===== src/rtl/external_interrupt_controller_unit_assert.svh =====
// Assertion macros for the controller file that checks itself with them.
`ifndef EXTERNAL_INTERRUPT_CONTROLLER_UNIT_ASSERT_SVH
`define EXTERNAL_INTERRUPT_CONTROLLER_UNIT_ASSERT_SVH

// The consequent must hold in the same cycle as the antecedent.
`define EICU_CHECK_NOW(label, ante, cons, msg) \
  label: assert property (@(posedge clk) disable iff (!rst_n) (ante) |-> (cons)) \
    else $error(msg);

// The consequent must hold in the cycle after the antecedent.
`define EICU_CHECK_NEXT(label, ante, cons, msg) \
  label: assert property (@(posedge clk) disable iff (!rst_n) (ante) |=> (cons)) \
    else $error(msg);

`endif


===== src/rtl/eicu_pkg.sv =====
package eicu_pkg;

  localparam int NUM_PINS       = 192;
  localparam int NUM_PORTS      = 6;
  localparam int REG_WORDS      = 1024;
  localparam int BYTES_PER_WORD = 4;

  localparam int PIN_WORDS  = (NUM_PINS + 31) / 32;
  localparam int ADDR_W     = $clog2(REG_WORDS);
  localparam int WADDR_W    = 10;
  localparam int PIN_W      = 8;
  localparam int BIT_W      = 5;
  localparam int WIN_SHIFT  = 4;
  localparam int PORT_W     = WIN_SHIFT;
  localparam int WIN_W      = WADDR_W - WIN_SHIFT;
  localparam int PIN_IDX_W  = (PIN_WORDS > 1) ? $clog2(PIN_WORDS) : 1;
  localparam int PEND_IDX_W = (NUM_PORTS > 1) ? $clog2(NUM_PORTS) : 1;

  localparam logic [31:0] ALL_ONES = 32'hffff_ffff;

  localparam logic [WADDR_W-1:0] W_STAT     = WADDR_W'('h000 / BYTES_PER_WORD);
  localparam logic [WADDR_W-1:0] W_ACK      = WADDR_W'('h040 / BYTES_PER_WORD);
  localparam logic [WADDR_W-1:0] W_MASK     = WADDR_W'('h080 / BYTES_PER_WORD);
  localparam logic [WADDR_W-1:0] W_MASK_SET = WADDR_W'('h0c0 / BYTES_PER_WORD);
  localparam logic [WADDR_W-1:0] W_MASK_CLR = WADDR_W'('h100 / BYTES_PER_WORD);
  localparam logic [WADDR_W-1:0] W_SENS     = WADDR_W'('h140 / BYTES_PER_WORD);
  localparam logic [WADDR_W-1:0] W_SENS_SET = WADDR_W'('h180 / BYTES_PER_WORD);
  localparam logic [WADDR_W-1:0] W_SENS_CLR = WADDR_W'('h1c0 / BYTES_PER_WORD);
  localparam logic [WADDR_W-1:0] W_SOFT     = WADDR_W'('h200 / BYTES_PER_WORD);
  localparam logic [WADDR_W-1:0] W_SOFT_SET = WADDR_W'('h240 / BYTES_PER_WORD);
  localparam logic [WADDR_W-1:0] W_SOFT_CLR = WADDR_W'('h280 / BYTES_PER_WORD);
  localparam logic [WADDR_W-1:0] W_POL      = WADDR_W'('h300 / BYTES_PER_WORD);
  localparam logic [WADDR_W-1:0] W_POL_SET  = WADDR_W'('h340 / BYTES_PER_WORD);
  localparam logic [WADDR_W-1:0] W_POL_CLR  = WADDR_W'('h380 / BYTES_PER_WORD);
  localparam logic [WADDR_W-1:0] W_DOM_EN   = WADDR_W'('h400 / BYTES_PER_WORD);

  localparam logic [WIN_W-1:0] WIN_STAT     = W_STAT[WADDR_W-1:WIN_SHIFT];
  localparam logic [WIN_W-1:0] WIN_ACK      = W_ACK[WADDR_W-1:WIN_SHIFT];
  localparam logic [WIN_W-1:0] WIN_MASK     = W_MASK[WADDR_W-1:WIN_SHIFT];
  localparam logic [WIN_W-1:0] WIN_MASK_SET = W_MASK_SET[WADDR_W-1:WIN_SHIFT];
  localparam logic [WIN_W-1:0] WIN_MASK_CLR = W_MASK_CLR[WADDR_W-1:WIN_SHIFT];
  localparam logic [WIN_W-1:0] WIN_SENS     = W_SENS[WADDR_W-1:WIN_SHIFT];
  localparam logic [WIN_W-1:0] WIN_SENS_SET = W_SENS_SET[WADDR_W-1:WIN_SHIFT];
  localparam logic [WIN_W-1:0] WIN_SENS_CLR = W_SENS_CLR[WADDR_W-1:WIN_SHIFT];
  localparam logic [WIN_W-1:0] WIN_SOFT     = W_SOFT[WADDR_W-1:WIN_SHIFT];
  localparam logic [WIN_W-1:0] WIN_SOFT_SET = W_SOFT_SET[WADDR_W-1:WIN_SHIFT];
  localparam logic [WIN_W-1:0] WIN_SOFT_CLR = W_SOFT_CLR[WADDR_W-1:WIN_SHIFT];
  localparam logic [WIN_W-1:0] WIN_POL      = W_POL[WADDR_W-1:WIN_SHIFT];
  localparam logic [WIN_W-1:0] WIN_POL_SET  = W_POL_SET[WADDR_W-1:WIN_SHIFT];
  localparam logic [WIN_W-1:0] WIN_POL_CLR  = W_POL_CLR[WADDR_W-1:WIN_SHIFT];
  localparam logic [WIN_W-1:0] WIN_DOM_EN   = W_DOM_EN[WADDR_W-1:WIN_SHIFT];

  typedef enum logic [1:0] {
    KIND_READ,
    KIND_WRITE,
    KIND_PIN
  } kind_t;

  typedef enum logic [2:0] {
    BASE_STAT,
    BASE_MASK,
    BASE_SENS,
    BASE_SOFT,
    BASE_POL,
    BASE_DOM
  } base_t;

  typedef enum logic [1:0] {
    ACT_WR,
    ACT_SET,
    ACT_CLR
  } act_t;

  typedef enum logic [2:0] {
    ST_CLEAR,
    ST_IDLE,
    ST_RD1,
    ST_RD2,
    ST_CALC,
    ST_FIN
  } state_t;

  typedef struct packed {
    logic [1:0]         kind;
    logic [WADDR_W-1:0] word_addr;
    logic [31:0]        write_data;
    logic [PIN_W-1:0]   pin;
    logic               level;
  } in_word_t;

  typedef struct packed {
    logic [31:0] read_data;
    logic        irq;
  } out_word_t;

  typedef struct packed {
    logic              hit;
    base_t             base;
    act_t              act;
    logic [PORT_W-1:0] port;
  } dec_t;

  typedef struct packed {
    logic             is_pin;
    base_t            base;
    act_t             act;
    logic [31:0]      data;
    logic             level;
    logic [BIT_W-1:0] pin_bit;
    logic [31:0]      stat;
    logic [31:0]      mask;
    logic [31:0]      dom;
    logic [31:0]      sens;
    logic [31:0]      pol;
    logic [31:0]      tgt;
    logic [31:0]      lv;
    logic [31:0]      pin_ok;
  } calc_in_t;

  typedef struct packed {
    logic        tgt_we;
    logic [31:0] tgt_val;
    logic [31:0] stat_val;
    logic [31:0] lv_val;
    logic        pend;
  } calc_out_t;

  function automatic dec_t decode_addr(input logic [WADDR_W-1:0] addr);
    dec_t d;
    logic known;
    d.port = addr[WIN_SHIFT-1:0];
    d.base = BASE_STAT;
    d.act  = ACT_WR;
    known  = 1'b1;
    case (addr[WADDR_W-1:WIN_SHIFT])
      WIN_STAT: begin
        d.act = ACT_WR;
      end
      WIN_ACK: begin
        d.act = ACT_CLR;
      end
      WIN_MASK: begin
        d.base = BASE_MASK;
      end
      WIN_MASK_SET: begin
        d.base = BASE_MASK;
        d.act  = ACT_SET;
      end
      WIN_MASK_CLR: begin
        d.base = BASE_MASK;
        d.act  = ACT_CLR;
      end
      WIN_SENS: begin
        d.base = BASE_SENS;
      end
      WIN_SENS_SET: begin
        d.base = BASE_SENS;
        d.act  = ACT_SET;
      end
      WIN_SENS_CLR: begin
        d.base = BASE_SENS;
        d.act  = ACT_CLR;
      end
      WIN_SOFT: begin
        d.base = BASE_SOFT;
      end
      WIN_SOFT_SET: begin
        d.base = BASE_SOFT;
        d.act  = ACT_SET;
      end
      WIN_SOFT_CLR: begin
        d.base = BASE_SOFT;
        d.act  = ACT_CLR;
      end
      WIN_POL: begin
        d.base = BASE_POL;
      end
      WIN_POL_SET: begin
        d.base = BASE_POL;
        d.act  = ACT_SET;
      end
      WIN_POL_CLR: begin
        d.base = BASE_POL;
        d.act  = ACT_CLR;
      end
      WIN_DOM_EN: begin
        d.base = BASE_DOM;
      end
      default: begin
        known = 1'b0;
      end
    endcase
    d.hit = known && (int'(d.port) < NUM_PORTS);
    return d;
  endfunction

  function automatic logic [WIN_W-1:0] base_win(input base_t b);
    logic [WIN_W-1:0] w;
    case (b)
      BASE_MASK: w = WIN_MASK;
      BASE_SENS: w = WIN_SENS;
      BASE_SOFT: w = WIN_SOFT;
      BASE_POL:  w = WIN_POL;
      BASE_DOM:  w = WIN_DOM_EN;
      default:   w = WIN_STAT;
    endcase
    return w;
  endfunction

  function automatic logic [ADDR_W-1:0] word_of(input logic [WIN_W-1:0] win,
                                                 input logic [PORT_W-1:0] port);
    return ADDR_W'({win, port});
  endfunction

  function automatic logic [31:0] pin_mask(input logic [PORT_W-1:0] port);
    logic [31:0] m;
    for (int b = 0; b < 32; b++) begin
      m[b] = (int'(port) * 32 + b) < NUM_PINS;
    end
    return m;
  endfunction

  function automatic logic [31:0] rst_value(input logic [ADDR_W-1:0] a);
    logic in_mask;
    in_mask = (int'(a) >= int'(W_MASK)) && (int'(a) < int'(W_MASK) + NUM_PORTS);
    return in_mask ? ALL_ONES : 32'h0;
  endfunction

endpackage


===== src/rtl/eicu_update.sv =====
module eicu_update import eicu_pkg::*; (
  input  calc_in_t  ci,
  output calc_out_t co
);

  logic [31:0] tgt_new;
  logic [31:0] bit_m;
  logic [31:0] latch_m;
  logic [31:0] stat_new;
  logic [31:0] mask_new;
  logic [31:0] dom_new;
  logic [31:0] lv_new;
  logic        tgt_we;
  logic        old_lv;
  logic        pol_b;
  logic        sens_b;

  always_comb begin
    case (ci.act)
      ACT_SET: tgt_new = ci.tgt | ci.data;
      ACT_CLR: tgt_new = ci.tgt & ~ci.data;
      default: tgt_new = ci.data;
    endcase
  end

  assign bit_m  = 32'(1) << ci.pin_bit;
  assign old_lv = |(ci.lv & bit_m);
  assign pol_b  = |(ci.pol & bit_m);
  assign sens_b = |(ci.sens & bit_m);

  // Level-sensitive pins that exist and sit at their polarity latch on a mask clear.
  assign latch_m = ci.data & ci.sens & ~(ci.lv ^ ci.pol) & ci.pin_ok;

  always_comb begin
    tgt_we   = 1'b0;
    stat_new = ci.stat;
    mask_new = ci.mask;
    dom_new  = ci.dom;
    lv_new   = ci.lv;
    if (ci.is_pin) begin
      lv_new = ci.level ? (ci.lv | bit_m) : (ci.lv & ~bit_m);
      if ((ci.level == pol_b) && (sens_b || (old_lv != ci.level))) begin
        stat_new = ci.stat | bit_m;
      end
    end else begin
      case (ci.base)
        BASE_STAT: begin
          stat_new = tgt_new;
        end
        BASE_MASK: begin
          tgt_we   = 1'b1;
          mask_new = tgt_new;
          if (ci.act == ACT_CLR) begin
            stat_new = ci.stat | latch_m;
          end
        end
        BASE_SOFT: begin
          tgt_we   = 1'b1;
          stat_new = (ci.act == ACT_CLR) ? (ci.stat & ~ci.data) : (ci.stat | ci.data);
        end
        BASE_DOM: begin
          tgt_we  = 1'b1;
          dom_new = tgt_new;
        end
        default: begin
          tgt_we = 1'b1;
        end
      endcase
    end
  end

  assign co.tgt_we   = tgt_we;
  assign co.tgt_val  = tgt_new;
  assign co.stat_val = stat_new;
  assign co.lv_val   = lv_new;
  assign co.pend     = |(stat_new & ~mask_new & dom_new);

endmodule


===== config.mk =====
export PLATFORM = sky130hd
export DESIGN_NAME = eicu_update
export DESIGN_NICKNAME = d
export VERILOG_FILES = /design/src/rtl/external_interrupt_controller_unit_assert.svh /design/src/rtl/eicu_pkg.sv /design/src/rtl/eicu_update.sv
export SDC_FILE = /design/constraint.sdc
export NUM_CORES = 1
export LEC_CHECK = 0
export BUFFER_PORTS_ARGS = -buffer_cell sky130_fd_sc_hd__buf_2
export CORE_AREA = 5 5 154 156
export DETAILED_ROUTE_END_ITERATION = 10
export DIE_AREA = 0 0 159 161
export SYNTH_ARGS = -nofsm -noshare
export SYNTH_HDL_FRONTEND = slang
export SYNTH_SLANG_ARGS = --single-unit
export TNS_END_PERCENT = 10

===== constraint.sdc =====
create_clock -name vclk -period 3.73
set_clock_uncertainty 0.1 [all_clocks]
set_input_delay 0.373 -clock vclk [all_inputs]
set_output_delay 0.373 -clock vclk [all_outputs]
set_load 0.005 [all_outputs]

==> results_dict.tcl <==
set metrics [dict create \
    hold_viol_final 0 \
    max_cap_viol_count 0 \
    seq_cells 0 \
    dieArea_um2 25600 \
    setup_violations 0 \
    die_height_um 161 \
    start_util_pct 26.91 \
    clkbuf_count 0 \
    p_clk_share_pct 0 \
    num_vias 9747 \
    pwr-share-seq_pct 0 \
    holdPathStages 3 \
    hp-start "ci[56]" \
    max-slew-margin-rel_pct 34.90 \
    swShare_pct 56.42 \
    fin_nets 1681 \
    drive_gt1_share_pct 43.86 \
    synth_area_um2 5981 \
    post_drt_via_cell_ratio 5.858 \
    ys_warn_count 0 \
    grt_pass1_wl_um 65640 \
    drt_iter0_markers 1105 \
    worst_pin_slew_ps 969.1 \
    p_int_uw 552.0 \
    fin_area_um2 9171 \
    syn_nets 1222 \
    drtAntennaViolNets 0 \
    cp.required_ps 3260 \
    final_util_pct 41.26 \
    timing.hold.ws_ps 991.2 \
    track_usage_pct 33.06 \
    startpoint_type "input pin" \
    criticalPathCategory "in -> out" \
    power_mw 1.267 \
    place_hpwl_um 39710 \
    hp-class "in -> out" \
    critPathMaxFanout 25 \
    fp.dieW_um 159 \
    grt_pass1_vias 10030 \
    area_growth_pct 53.35 \
    grt-ovfl-total 0 \
    slew_viol_final 0 \
    post_drt_wl_per_cell_um 27.64 \
    rsz0062_at_grt "yes" \
    antenna_found_initial 2 \
    seq_area_um2 0 \
    placed_cell_area_um2 9129 \
    row_count 55 \
    postSynthAreaPerCell_um2 6.501 \
    preCtsSetupSlack_ps -24.24 \
    fmax_mhz 271.4 \
    drc 0 \
    worstHoldEndpoint "co[25]" \
    irDropWorstVdd_mv 0.04980 \
    cts_hold_buf 0 \
    cellLeakagePower_nw 4.268 \
    drtPass1Iterations 8 \
    io_buffers 398 \
    endpoint_kind "output pin" \
    combPwrFrac_pct 100.0 \
    critical_path_arrival_ps 3210 \
    ys_seq_area_share_pct 0 \
    gp_congestion 1.010 \
    outcome "complete, no violations" \
    grt_max_degree 40 \
    netlist-cell-type-count 84 \
    fin_crit_ps 3685 \
    synth_cells 920 \
    power-per-cell-area_nw_per_um2 138.1 \
    cts_setup_buffers 0 \
    io_pins 398 \
    p_switching_uw 714.6 \
    coreArea_um2 22230 \
    wl_um 45990 \
    setup_slack_ps 45.41 \
    fin_crit_sh_pct 98.78 \
]
-- final cells by class --
cell class                 instances  area, um2
antenna                            2      5.005
tap                              285      356.6
timing repair buffer             544       3219
inverter                          55      206.4
multi-input combinational        778       5384
fill                            2477      13060
-- per-layer routing --
layer	up-vias	GRT usage, %	wire length [um]
met5	-	0	0
li1	4450	-	-
met2	621	58.19	22000
met1	4596	42.31	18870
met4	0	8.259	1338
met3	80	5.078	3774
-- synth_stat cells (5+ instances only) --
cell       instances  area share [%]
nand2_1           79             5.0
nor2_1            63             4.0
inv_1             55             3.5
o21ai_0           54             4.5
nor2b_1           41             4.3
clkbuf_1          40             2.5
nand2b_1          38             4.0
mux2_2            32             6.0
a21oi_1           30             2.5
o31ai_1           30             3.8
buf_2             29             2.4
o22ai_1           29             3.0
nand3_1           25             2.1
a22o_1            24             3.5
mux2i_1           23             3.8
o2bb2ai_1         23             3.4
a221oi_1          22             3.2
a211oi_1          21             2.6
xnor2_1           21             3.1
nor3_1            19             1.6
a22oi_1           12             1.5
nand4_1           11             1.2
xor2_1            11             1.6
a41oi_1           10             1.5
nand3b_1           9             1.1
buf_6              8             1.5
o2111ai_1          8             1.2
and3_1             7            0.73
a2111oi_0          6            0.88
a221oi_2           6             1.5
and2_1             6            0.63
nor3b_1            6            0.75
o211ai_1           6            0.75
buf_1              5            0.31
nor4_1             5            0.52
o21a_1             5            0.63
o21bai_1           5            0.63
-- through the flow --
step / std cells / TNS [ps]
2_1_floorplan: 920 / 0
3_3_place_gp: 1662 / -1.626
3_5_place_dp: 1662 / -24.24
4_1_cts: 1662 / 0
5_1_grt: 1663 / -101.1
6_report: 1664 / 0
-- what timing repair did --
action | in CTS | in global routing
resized for setup | 2 | 7
setup endpoints to repair | 1 | 5
hold endpoints to repair | 0 | 0
pin swaps | 0 | 1
-- worst max path at each step --
stage / slack (ps) / depth (start not counted) / end / from
floorplan: 560 / 11 / co[0] / ci[294]
global placement: -2 / 10 / co[0] / ci[299]
detailed placement: -20 / 14 / co[0] / ci[294]
CTS: 10 / 13 / co[0] / ci[294]
global route: -70 / 13 / co[0] / ci[294]
finish: 50 / 11 / co[0] / ci[299]
-- placed cells by master, fill, tap and decap left out, types with 19 or more instances in the layout --
cell type  count
o21ai_0       54
buf_4        135
a221oi_1      21
a22o_1        24
nor3_1        19
buf_2        397
o22ai_1       28
inv_1         55
a211oi_1      19
o31ai_1       29
xnor2_1       21
nand3_1       25
nand2_1       79
nand2b_1      38
mux2_2        32
nor2b_1       41
mux2i_1       23
nor2_1        62
a21oi_1       30
o2bb2ai_1     23
-- worst max-delay path: stages --
cell	delay [ps]
buf_2	180
or4b_4	690
buf_4	280
a221oi_1	280
a211oi_2	120
inv_1	70
o2111ai_1	110
or3_1	370
nor4_1	330
o2111ai_1	220
buf_2	180
-- power groups by stage --
stage	Sequential, mW	Combinational [mW]	Clock (mW)
after floorplan	0	0.533	0
after detailed placement	0	1.23	0
after global placement	0	1.24	0
after global routing	0	1.34	0.0000000359
after CTS	0	1.24	0
final	0	1.27	0.0000000718
-- cell families after synthesis --
kind of cell	after synthesis	synth area share, %
mux	56	10.25
buf+inv	142	10.79
fa+ha+maj	2	0.4183
simple gates	342	30.46
xor+xnor	32	4.686
compound gates	346	43.39
Note: power is estimated with default switching activity, not from simulation.
